<file path="src/hdl/utf8_checked_line_token_scanner_top_defines.svh">
// ----------------------------------------------------------------------------
// utf8 checked line token scanner assertion macros
// shared concurrent assertion forms used by the scanner rtl
// ----------------------------------------------------------------------------
`ifndef UTF8_CHECKED_LINE_TOKEN_SCANNER_TOP_DEFINES_SVH
`define UTF8_CHECKED_LINE_TOKEN_SCANNER_TOP_DEFINES_SVH

// same-cycle implication, disabled in reset
`define U8LTS_ASSERT_NOW(label, clk, rstn, ante, cons, msg) \
    label: assert property (@(posedge clk) disable iff (!rstn) (ante) |-> (cons)) \
        else $error(msg);

// next-cycle implication, disabled in reset
`define U8LTS_ASSERT_NEXT(label, clk, rstn, ante, cons, msg) \
    label: assert property (@(posedge clk) disable iff (!rstn) (ante) |=> (cons)) \
        else $error(msg);

`endif

</file>
<file path="src/hdl/u8lts_pkg.sv">
// ----------------------------------------------------------------------------
// u8lts_pkg
// constants and phase codes for the utf8 checked line token scanner
// ----------------------------------------------------------------------------
`timescale 1ns / 1ps

package u8lts_pkg;

    localparam int COUNT_WIDTH_DEF = 32;
    localparam int LINE_WIDTH_DEF  = 32;
    localparam int OUT_WIDTH       = 32;

    localparam logic [0:0] CMD_BYTE = 1'b0;
    localparam logic [0:0] CMD_EOF  = 1'b1;

    typedef logic [1:0] status_t;
    localparam status_t ST_OK       = 2'd0;
    localparam status_t ST_BAD_UTF8 = 2'd1;
    localparam status_t ST_NUL      = 2'd2;
    localparam status_t ST_QUOTE    = 2'd3;

    typedef logic [2:0] phase_t;
    localparam phase_t PH_INDENT  = 3'd0;
    localparam phase_t PH_SKIP    = 3'd1;
    localparam phase_t PH_BETWEEN = 3'd2;
    localparam phase_t PH_BARE    = 3'd3;
    localparam phase_t PH_QUOTED  = 3'd4;

    localparam logic [7:0] CH_NUL      = 8'h00;
    localparam logic [7:0] CH_LF       = 8'h0A;
    localparam logic [7:0] CH_SPACE    = 8'h20;
    localparam logic [7:0] CH_HASH     = 8'h23;
    localparam logic [7:0] CH_DQUOTE   = 8'h22;
    localparam logic [7:0] CH_BACKTICK = 8'h60;

    localparam logic [7:0] MASK_CONT  = 8'hC0;
    localparam logic [7:0] TAG_CONT   = 8'h80;
    localparam logic [7:0] MASK_LEAD2 = 8'hE0;
    localparam logic [7:0] TAG_LEAD2  = 8'hC0;
    localparam logic [7:0] MASK_LEAD3 = 8'hF0;
    localparam logic [7:0] TAG_LEAD3  = 8'hE0;
    localparam logic [7:0] MASK_LEAD4 = 8'hF8;
    localparam logic [7:0] TAG_LEAD4  = 8'hF0;

    localparam logic [20:0] CP_MIN2    = 21'h000080;
    localparam logic [20:0] CP_MIN3    = 21'h000800;
    localparam logic [20:0] CP_MIN4    = 21'h010000;
    localparam logic [20:0] CP_MAX     = 21'h10FFFF;
    localparam logic [20:0] CP_SUR_LO  = 21'h00D800;
    localparam logic [20:0] CP_SUR_HI  = 21'h00DFFF;

endpackage

</file>
<file path="src/hdl/utf8_checked_line_token_scanner_top.sv">
// ----------------------------------------------------------------------------
// utf8_checked_line_token_scanner_top
// validates utf-8 and nul-free content of a byte stream, counts nodes and
// tokens over all lines of a file, and reports a prioritized status at end of file
// ----------------------------------------------------------------------------
//  channel | direction | fields                                   | handshake
//  s_      | in        | command, data_byte                       | s_valid/s_ready
//  m_      | out       | status, node_count, token_count, error_line | m_valid/m_ready
//
//  one transaction per cycle sustained; a byte passes an input register and
//  updates the scan state in the next cycle; an end-of-file transaction passes
//  the input register and its result is then loaded into the result register
//  aresetn (synchronous, active low) clears scan state and the valid flags
//  of both registers; the input side stalls only while an end-of-file
//  transaction waits behind a result that has not been taken
// ----------------------------------------------------------------------------
`timescale 1ns / 1ps
`include "utf8_checked_line_token_scanner_top_defines.svh"

module utf8_checked_line_token_scanner_top #(
    parameter int COUNT_WIDTH = u8lts_pkg::COUNT_WIDTH_DEF,
    parameter int LINE_WIDTH  = u8lts_pkg::LINE_WIDTH_DEF
) (
    input  logic                                aclk,
    input  logic                                aresetn,
    input  logic                                s_valid,
    output logic                                s_ready,
    input  logic                                s_command,
    input  logic [7:0]                          s_data_byte,
    output logic                                m_valid,
    input  logic                                m_ready,
    output u8lts_pkg::status_t                  m_status,
    output logic [u8lts_pkg::OUT_WIDTH-1:0]     m_node_count,
    output logic [u8lts_pkg::OUT_WIDTH-1:0]     m_token_count,
    output logic [u8lts_pkg::OUT_WIDTH-1:0]     m_error_line
);
    import u8lts_pkg::*;

    // input register
    logic       in_valid_reg;
    logic       in_cmd_reg;
    logic [7:0] in_byte_reg;

    // scan state
    phase_t                 phase_reg, phase_next;
    logic                   backtick_reg, backtick_next;
    logic [1:0]             pend_reg, pend_next;
    logic [20:0]            cp_reg, cp_next;
    logic [1:0]             len_reg, len_next;
    logic                   u8_err_reg, u8_err_next;
    logic                   nul_reg, nul_next;
    logic                   qerr_reg, qerr_next;
    logic [LINE_WIDTH-1:0]  qline_reg, qline_next;
    logic [LINE_WIDTH-1:0]  line_reg, line_next;
    logic [COUNT_WIDTH-1:0] nodes_reg, nodes_next;
    logic [COUNT_WIDTH-1:0] tokens_reg, tokens_next;

    // result register
    logic                 out_valid_reg;
    status_t              out_status_reg, out_status_next;
    logic [OUT_WIDTH-1:0] out_nodes_reg, out_nodes_next;
    logic [OUT_WIDTH-1:0] out_tokens_reg, out_tokens_next;
    logic [OUT_WIDTH-1:0] out_line_reg, out_line_next;

    logic advance;
    logic eof_fire;
    logic byte_fire;

    assign advance   = in_valid_reg && (!in_cmd_reg || !out_valid_reg || m_ready);
    assign s_ready   = !in_valid_reg || advance;
    assign eof_fire  = advance && (in_cmd_reg == CMD_EOF);
    assign byte_fire = advance && (in_cmd_reg == CMD_BYTE);

    always_ff @(posedge aclk) begin
        if (!aresetn) begin
            in_valid_reg <= 1'b0;
        end else if (s_valid && s_ready) begin
            in_valid_reg <= 1'b1;
        end else if (advance) begin
            in_valid_reg <= 1'b0;
        end
    end

    always_ff @(posedge aclk) begin
        if (s_valid && s_ready) begin
            in_cmd_reg  <= s_command;
            in_byte_reg <= s_data_byte;
        end
    end

    // scan state update
    always_comb begin
        logic [7:0]  b;
        logic        lead;
        logic        sp;
        logic        close_hit;
        logic        tok_start;
        logic [20:0] cp_min;
        logic [63:0] ext;
        logic        u8_final;
        logic        q_final;
        logic [LINE_WIDTH-1:0] ql_final;

        b          = in_byte_reg;
        lead       = 1'b0;
        sp         = (b <= CH_SPACE);
        close_hit  = 1'b0;
        tok_start  = 1'b0;
        cp_min     = CP_MIN4;
        ext        = '0;
        u8_final   = 1'b0;
        q_final    = 1'b0;
        ql_final   = '0;

        phase_next    = phase_reg;
        backtick_next = backtick_reg;
        pend_next     = pend_reg;
        cp_next       = cp_reg;
        len_next      = len_reg;
        u8_err_next   = u8_err_reg;
        nul_next      = nul_reg;
        qerr_next     = qerr_reg;
        qline_next    = qline_reg;
        line_next     = line_reg;
        nodes_next    = nodes_reg;
        tokens_next   = tokens_reg;

        out_status_next = out_status_reg;
        out_nodes_next  = out_nodes_reg;
        out_tokens_next = out_tokens_reg;
        out_line_next   = out_line_reg;

        if (byte_fire) begin
            if (b == CH_NUL) begin
                nul_next = 1'b1;
            end

            // utf-8 decode
            if (pend_reg != 2'd0) begin
                if ((b & MASK_CONT) != TAG_CONT) begin
                    u8_err_next = 1'b1;
                    pend_next   = 2'd0;
                    lead        = 1'b1;
                end else begin
                    cp_next   = {cp_reg[14:0], b[5:0]};
                    pend_next = pend_reg - 2'd1;
                    if (pend_next == 2'd0) begin
                        unique case (len_reg)
                            2'd1:    cp_min = CP_MIN2;
                            2'd2:    cp_min = CP_MIN3;
                            default: cp_min = CP_MIN4;
                        endcase
                        if ((cp_next < cp_min) || (cp_next > CP_MAX) ||
                            ((cp_next >= CP_SUR_LO) && (cp_next <= CP_SUR_HI))) begin
                            u8_err_next = 1'b1;
                        end
                    end
                end
            end else begin
                lead = 1'b1;
            end

            if (lead && b[7]) begin
                priority if ((b & MASK_LEAD2) == TAG_LEAD2) begin
                    len_next  = 2'd1;
                    cp_next   = {16'd0, b[4:0]};
                    pend_next = 2'd1;
                end else if ((b & MASK_LEAD3) == TAG_LEAD3) begin
                    len_next  = 2'd2;
                    cp_next   = {17'd0, b[3:0]};
                    pend_next = 2'd2;
                end else if ((b & MASK_LEAD4) == TAG_LEAD4) begin
                    len_next  = 2'd3;
                    cp_next   = {18'd0, b[2:0]};
                    pend_next = 2'd3;
                end else begin
                    u8_err_next = 1'b1;
                end
            end

            // line tokenizer
            close_hit = backtick_reg ? (b == CH_BACKTICK) : (b == CH_DQUOTE);
            if (b == CH_LF) begin
                if ((phase_reg == PH_QUOTED) && !qerr_reg) begin
                    qerr_next  = 1'b1;
                    qline_next = line_reg;
                end
                phase_next = PH_INDENT;
                if (!(&line_reg)) begin
                    line_next = line_reg + 1'b1;
                end
            end else begin
                unique case (phase_reg)
                    PH_INDENT, PH_BETWEEN: begin
                        if (!sp) begin
                            if (b == CH_HASH) begin
                                phase_next = PH_SKIP;
                            end else begin
                                tok_start = 1'b1;
                                if ((phase_reg == PH_INDENT) && !(&nodes_reg)) begin
                                    nodes_next = nodes_reg + 1'b1;
                                end
                            end
                        end
                    end
                    PH_BARE: begin
                        if (sp) begin
                            phase_next = PH_BETWEEN;
                        end
                    end
                    PH_QUOTED: begin
                        if (close_hit) begin
                            phase_next = PH_BETWEEN;
                        end
                    end
                    default: begin
                        phase_next = PH_SKIP;
                    end
                endcase
                if (tok_start) begin
                    if (!(&tokens_reg)) begin
                        tokens_next = tokens_reg + 1'b1;
                    end
                    if ((b == CH_DQUOTE) || (b == CH_BACKTICK)) begin
                        backtick_next = (b == CH_BACKTICK);
                        phase_next    = PH_QUOTED;
                    end else begin
                        phase_next = PH_BARE;
                    end
                end
            end
        end

        if (eof_fire) begin
            u8_final = u8_err_reg || (pend_reg != 2'd0);
            q_final  = qerr_reg || (phase_reg == PH_QUOTED);
            ql_final = qerr_reg ? qline_reg : line_reg;

            out_nodes_next  = '0;
            out_tokens_next = '0;
            out_line_next   = '0;
            priority if (u8_final) begin
                out_status_next = ST_BAD_UTF8;
                out_line_next   = OUT_WIDTH'(1);
            end else if (nul_reg) begin
                out_status_next = ST_NUL;
                out_line_next   = OUT_WIDTH'(1);
            end else if (q_final) begin
                out_status_next = ST_QUOTE;
                ext             = 64'(ql_final);
                out_line_next   = (|ext[63:OUT_WIDTH]) ? '1 : ext[OUT_WIDTH-1:0];
            end else begin
                out_status_next = ST_OK;
                ext             = 64'(nodes_reg);
                out_nodes_next  = (|ext[63:OUT_WIDTH]) ? '1 : ext[OUT_WIDTH-1:0];
                ext             = 64'(tokens_reg);
                out_tokens_next = (|ext[63:OUT_WIDTH]) ? '1 : ext[OUT_WIDTH-1:0];
            end

            phase_next    = PH_INDENT;
            backtick_next = 1'b0;
            pend_next     = 2'd0;
            cp_next       = '0;
            len_next      = 2'd0;
            u8_err_next   = 1'b0;
            nul_next      = 1'b0;
            qerr_next     = 1'b0;
            qline_next    = '0;
            line_next     = LINE_WIDTH'(1);
            nodes_next    = '0;
            tokens_next   = '0;
        end
    end

    always_ff @(posedge aclk) begin
        if (!aresetn) begin
            phase_reg    <= PH_INDENT;
            backtick_reg <= 1'b0;
            pend_reg     <= 2'd0;
            cp_reg       <= '0;
            len_reg      <= 2'd0;
            u8_err_reg   <= 1'b0;
            nul_reg      <= 1'b0;
            qerr_reg     <= 1'b0;
            qline_reg    <= '0;
            line_reg     <= LINE_WIDTH'(1);
            nodes_reg    <= '0;
            tokens_reg   <= '0;
        end else begin
            phase_reg    <= phase_next;
            backtick_reg <= backtick_next;
            pend_reg     <= pend_next;
            cp_reg       <= cp_next;
            len_reg      <= len_next;
            u8_err_reg   <= u8_err_next;
            nul_reg      <= nul_next;
            qerr_reg     <= qerr_next;
            qline_reg    <= qline_next;
            line_reg     <= line_next;
            nodes_reg    <= nodes_next;
            tokens_reg   <= tokens_next;
        end
    end

    always_ff @(posedge aclk) begin
        if (!aresetn) begin
            out_valid_reg <= 1'b0;
        end else if (eof_fire) begin
            out_valid_reg <= 1'b1;
        end else if (m_ready) begin
            out_valid_reg <= 1'b0;
        end
    end

    always_ff @(posedge aclk) begin
        out_status_reg <= out_status_next;
        out_nodes_reg  <= out_nodes_next;
        out_tokens_reg <= out_tokens_next;
        out_line_reg   <= out_line_next;
    end

    assign m_valid       = out_valid_reg;
    assign m_status      = out_status_reg;
    assign m_node_count  = out_nodes_reg;
    assign m_token_count = out_tokens_reg;
    assign m_error_line  = out_line_reg;

    `U8LTS_ASSERT_NOW(a_eof_blocked, aclk, aresetn,
        out_valid_reg && !m_ready && in_valid_reg && (in_cmd_reg == CMD_EOF),
        !s_ready, "end of file passed a pending result")
    `U8LTS_ASSERT_NEXT(a_eof_clears, aclk, aresetn, eof_fire,
        (line_reg == LINE_WIDTH'(1)) && (nodes_reg == '0) && (tokens_reg == '0) &&
        !u8_err_reg && !nul_reg && !qerr_reg && (phase_reg == PH_INDENT),
        "scan state not cleared after end of file")
    `U8LTS_ASSERT_NOW(a_ok_no_line, aclk, aresetn,
        out_valid_reg && (out_status_reg == ST_OK), out_line_reg == '0,
        "error line set on ok status")
    `U8LTS_ASSERT_NOW(a_err_no_counts, aclk, aresetn,
        out_valid_reg && (out_status_reg != ST_OK),
        (out_nodes_reg == '0) && (out_tokens_reg == '0),
        "counts reported with error status")
    `U8LTS_ASSERT_NOW(a_pend_le_len, aclk, aresetn, pend_reg != 2'd0,
        pend_reg <= len_reg, "continuation count exceeds sequence length")

endmodule
</file>
<file path="config.mk">
export PLATFORM = sky130hd
export DESIGN_NAME = utf8_checked_line_token_scanner_top
export DESIGN_NICKNAME = d
export VERILOG_FILES = /design/src/hdl/u8lts_pkg.sv /design/src/hdl/utf8_checked_line_token_scanner_top.sv
export VERILOG_INCLUDE_DIRS = /design/src /design/src/hdl
export SDC_FILE = /design/constraint.sdc
export NUM_CORES = 1
export LEC_CHECK = 0
export BUFFER_PORTS_ARGS = -buffer_cell sky130_fd_sc_hd__buf_2
export CAP_MARGIN = 10
export CORE_AREA = 2 2 160 162
export DETAILED_ROUTE_END_ITERATION = 10
export DIE_AREA = 0 0 162 164
export PLACE_DENSITY_LB_ADDON = 0.1
export SETUP_SLACK_MARGIN = 0.1
export SYNTH_ARGS = -nofsm -noshare
export SYNTH_HDL_FRONTEND = slang
export SYNTH_SLANG_ARGS = --single-unit
</file>
<file path="constraint.sdc">
create_clock -name aclk -period 6.2 [get_ports aclk]
set_input_delay 0.93 -clock aclk [delete_from_list [all_inputs] [get_ports aclk]]
set_output_delay 0.93 -clock aclk [all_outputs]
set_load 0.01 [all_outputs]
</file>
==> results.py <==
metrics = {
    "status": {
        "outcome": "completed",
    },
    "place": {
        "place.gp.congestion": 0.764,
        "dp.cells": 1537,
        "numPortBuffers": 112,
        "place_area_mm2": 0.0124,
        "dp_hpwl_um": 14700,
    },
    "global_route": {
        "met3_usage_pct": 2.55,
        "overflow": 0,
        "top_usage_layer": "met2",
        "met1_usage_pct": 26.3,
        "grt_max_degree": 97,
        "grt_pass1_wl_um": 38800,
        "grtUsageTotal_pct": 17.5,
        "met2_usage_pct": 26.6,
        "grt_pass1_vias": 7704,
        "grt_antenna_before_repair": 0,
    },
    "timing": {
        "fin_crit_sh_pct": 44.7,
        "post-route-min-period_ns": 2.77,
        "drv_slew": 0,
        "worst_pin_slew_ns": 1.05,
        "rsz0062_at_grt": "no",
        "hold_viol_final": 0,
        "setup_viol": 0,
        "clock.fmax_ghz": 0.361,
        "slew_headroom_pct": 29.7,
        "finClkSkew_ns": 0.0148,
        "fin_worst_hold_slack_ns": 0.451,
        "finalSetupTns_ns": 0,
    },
    "yosys": {
        "synthesis.nets": 1169,
        "synth.top_cells.by_count": "dfxtp_1, nor2_1, nand2_1",
        "synth_top_area_cell": "edfxtp_1",
        "syn_inst": 1147,
        "netlist_area_mm2": 0.0116,
        "synth.top_cell.area_share_pct": 27.8,
        "avgSynthCellArea_um2": 10.1,
        "netlist-cell-type-count": 69,
        "yosysMostFrequentCell": "dfxtp_1",
        "synthArstFlopShare_pct": 0,
        "synth.area.top_cells": "edfxtp_1, dfxtp_1, nor2_1",
        "synth_ff_type": "dfxtp_1",
        "yosys_warnings": 0,
        "seq_area_frac_synth_pct": 54.9,
        "synth_edf_count": 107,
        "synth-seq-cells": 263,
    },
    "clock_tree": {
        "clkLatencyLatePin_ns": 0.54,
        "cts_made_buffers": 28,
        "clk_pin_slew_ns": 0.06,
        "clock_path_buffers": 3,
        "clockRootBuffer": "clkbuf_16",
        "postCtsSetupRepairBufs": 0,
        "cts.sinks": 263,
        "cts_htree_levels": 1,
        "post_cts_resized": 0,
        "cts_tree": "built",
        "postCtsHoldBufs": 0,
    },
    "critical_path": {
        "crit_fanout": 6,
        "cp-start-kind": "primary input",
        "critPathKind": "in2out",
        "end_kind": "output port",
        "arrival_ns": 1.84,
        "required_ns": 5.27,
        "worst-r2r-cell-count": 7,
    },
    "finish": {
        "layout-drive-gt1-share_pct": 15.6,
        "n_antenna_cell": 0,
        "final_area_mm2": 0.0133,
        "area_growth_pct": 15.0,
        "final_cells": 1589,
        "fin_nets": 1259,
    },
    "route": {
        "wl_per_cell_um": 14.3,
        "first_pass_iters": 7,
        "drt_iter0_markers": 465,
        "drc": 0,
        "routed_wl_um": 22800,
        "vias": 8222,
        "antenna_left": 0,
        "viasPerCell": 5.17,
    },
    "floorplan": {
        "std_cell_rows": 58,
        "fp.dieW_um": 162,
        "die_y_um": 164,
        "initial_core_util_pct": 46.5,
        "die_area_mm2": 0.0266,
        "io_pins": 113,
        "core_mm2": 0.0248,
    },
    "power_and_ir_drop": {
        "p_per_area_mw_per_mm2": 269,
        "leakage_nw": 4.43,
        "clkPwrFrac_pct": 45.4,
        "pwr-share-seq_pct": 51.6,
        "peakVddDrop_v": 0.000228,
        "finalPower_mw": 3.57,
        "power.switching_mw": 0.756,
        "internal_power_mw": 2.82,
        "swShare_pct": 21.2,
        "share_comb_of_total_power_pct": 3.1,
    },
    "job": {
        "max_cap_viol_count": 0,
    },
    "worst_hold_path": {
        "min_path_cells": 2,
        "min-delay-path-class": "reg2reg",
    },
}
==> layout make-up <==
cell class              instances  area, um2
fillers                      2314      11500
flip-flops and latches        263       6340
inverters                      17       63.8
clock inverters                 9       82.6
repair buffers                121        628
multi-input cells             806       4930
clock buffers                  43        827
well taps                     330        413
==> worst paths after layout <==
kind	from	to	slack [ns]
worst min-delay path	qline_reg[7]$_SDFFE_PP0P_	qline_reg[7]$_SDFFE_PP0P_	0.45
worst max-delay path	m_ready	s_ready	3.43
worst max register to register	in_byte_reg[5]$_DFFE_PP_	tokens_reg[29]$_SDFFE_PP0P_	3.44
worst min register to register	qline_reg[7]$_SDFFE_PP0P_	qline_reg[7]$_SDFFE_PP0P_	0.45
==> power groups by stage <==
stage                     combinational (mW)  sequential, mW  clock (mW)
after floorplan                       0.0596            1.89           0
after global placement                 0.110            1.88           0
after detailed placement               0.111            1.88           0
after CTS                              0.112            1.84        1.67
after global routing                   0.122            1.84        1.75
final                                  0.109            1.84        1.62
==> routing by layer <==
metal	share of wire [%]	routed length [um]
met1	50	11500
met2	44	9960
met3	4.3	983
met4	1.7	391
met5	0	0
==> stage by stage <==
stage	worst slack, ns	util [%]
CTS	3.42	53.5
global route	3.20	53.5
finish	3.43	53.5
global placement	2.95	49.8
floorplan	0.115	-
detailed placement	2.91	49.8
==> placed cells by master (no fill, tap or decap), types with 31 or more instances in the layout <==
master	count
buf_2	112
xnor2_1	33
nand4_1	31
mux2i_1	44
dfxtp_1	155
nand2_1	126
nand3_1	44
and2_1	74
nor2_1	134
o21ai_0	32
a21oi_1	72
edfxtp_1	107
==> cell families (layout without fill, tap and decap cells) <==
logic type | Yosys count | after routing | share of synthesized area (%)
xor+xnor | 63 | 63 | 4.78
buf+inv | 78 | 190 | 2.79
mux | 45 | 45 | 3.91
flops | 263 | 263 | 54.9
compound gates | 142 | 142 | 7.55
simple gates | 547 | 547 | 25.1
fa+ha+maj | 9 | 9 | 0.975
==> worst max-delay path, cell delays in order <==
cell and delay (ns):
buf_2 0.10, nor2b_1 0.46, nand3_1 0.18, buf_2 0.17
No activity file was read; power rests on OpenSTA's default activity.
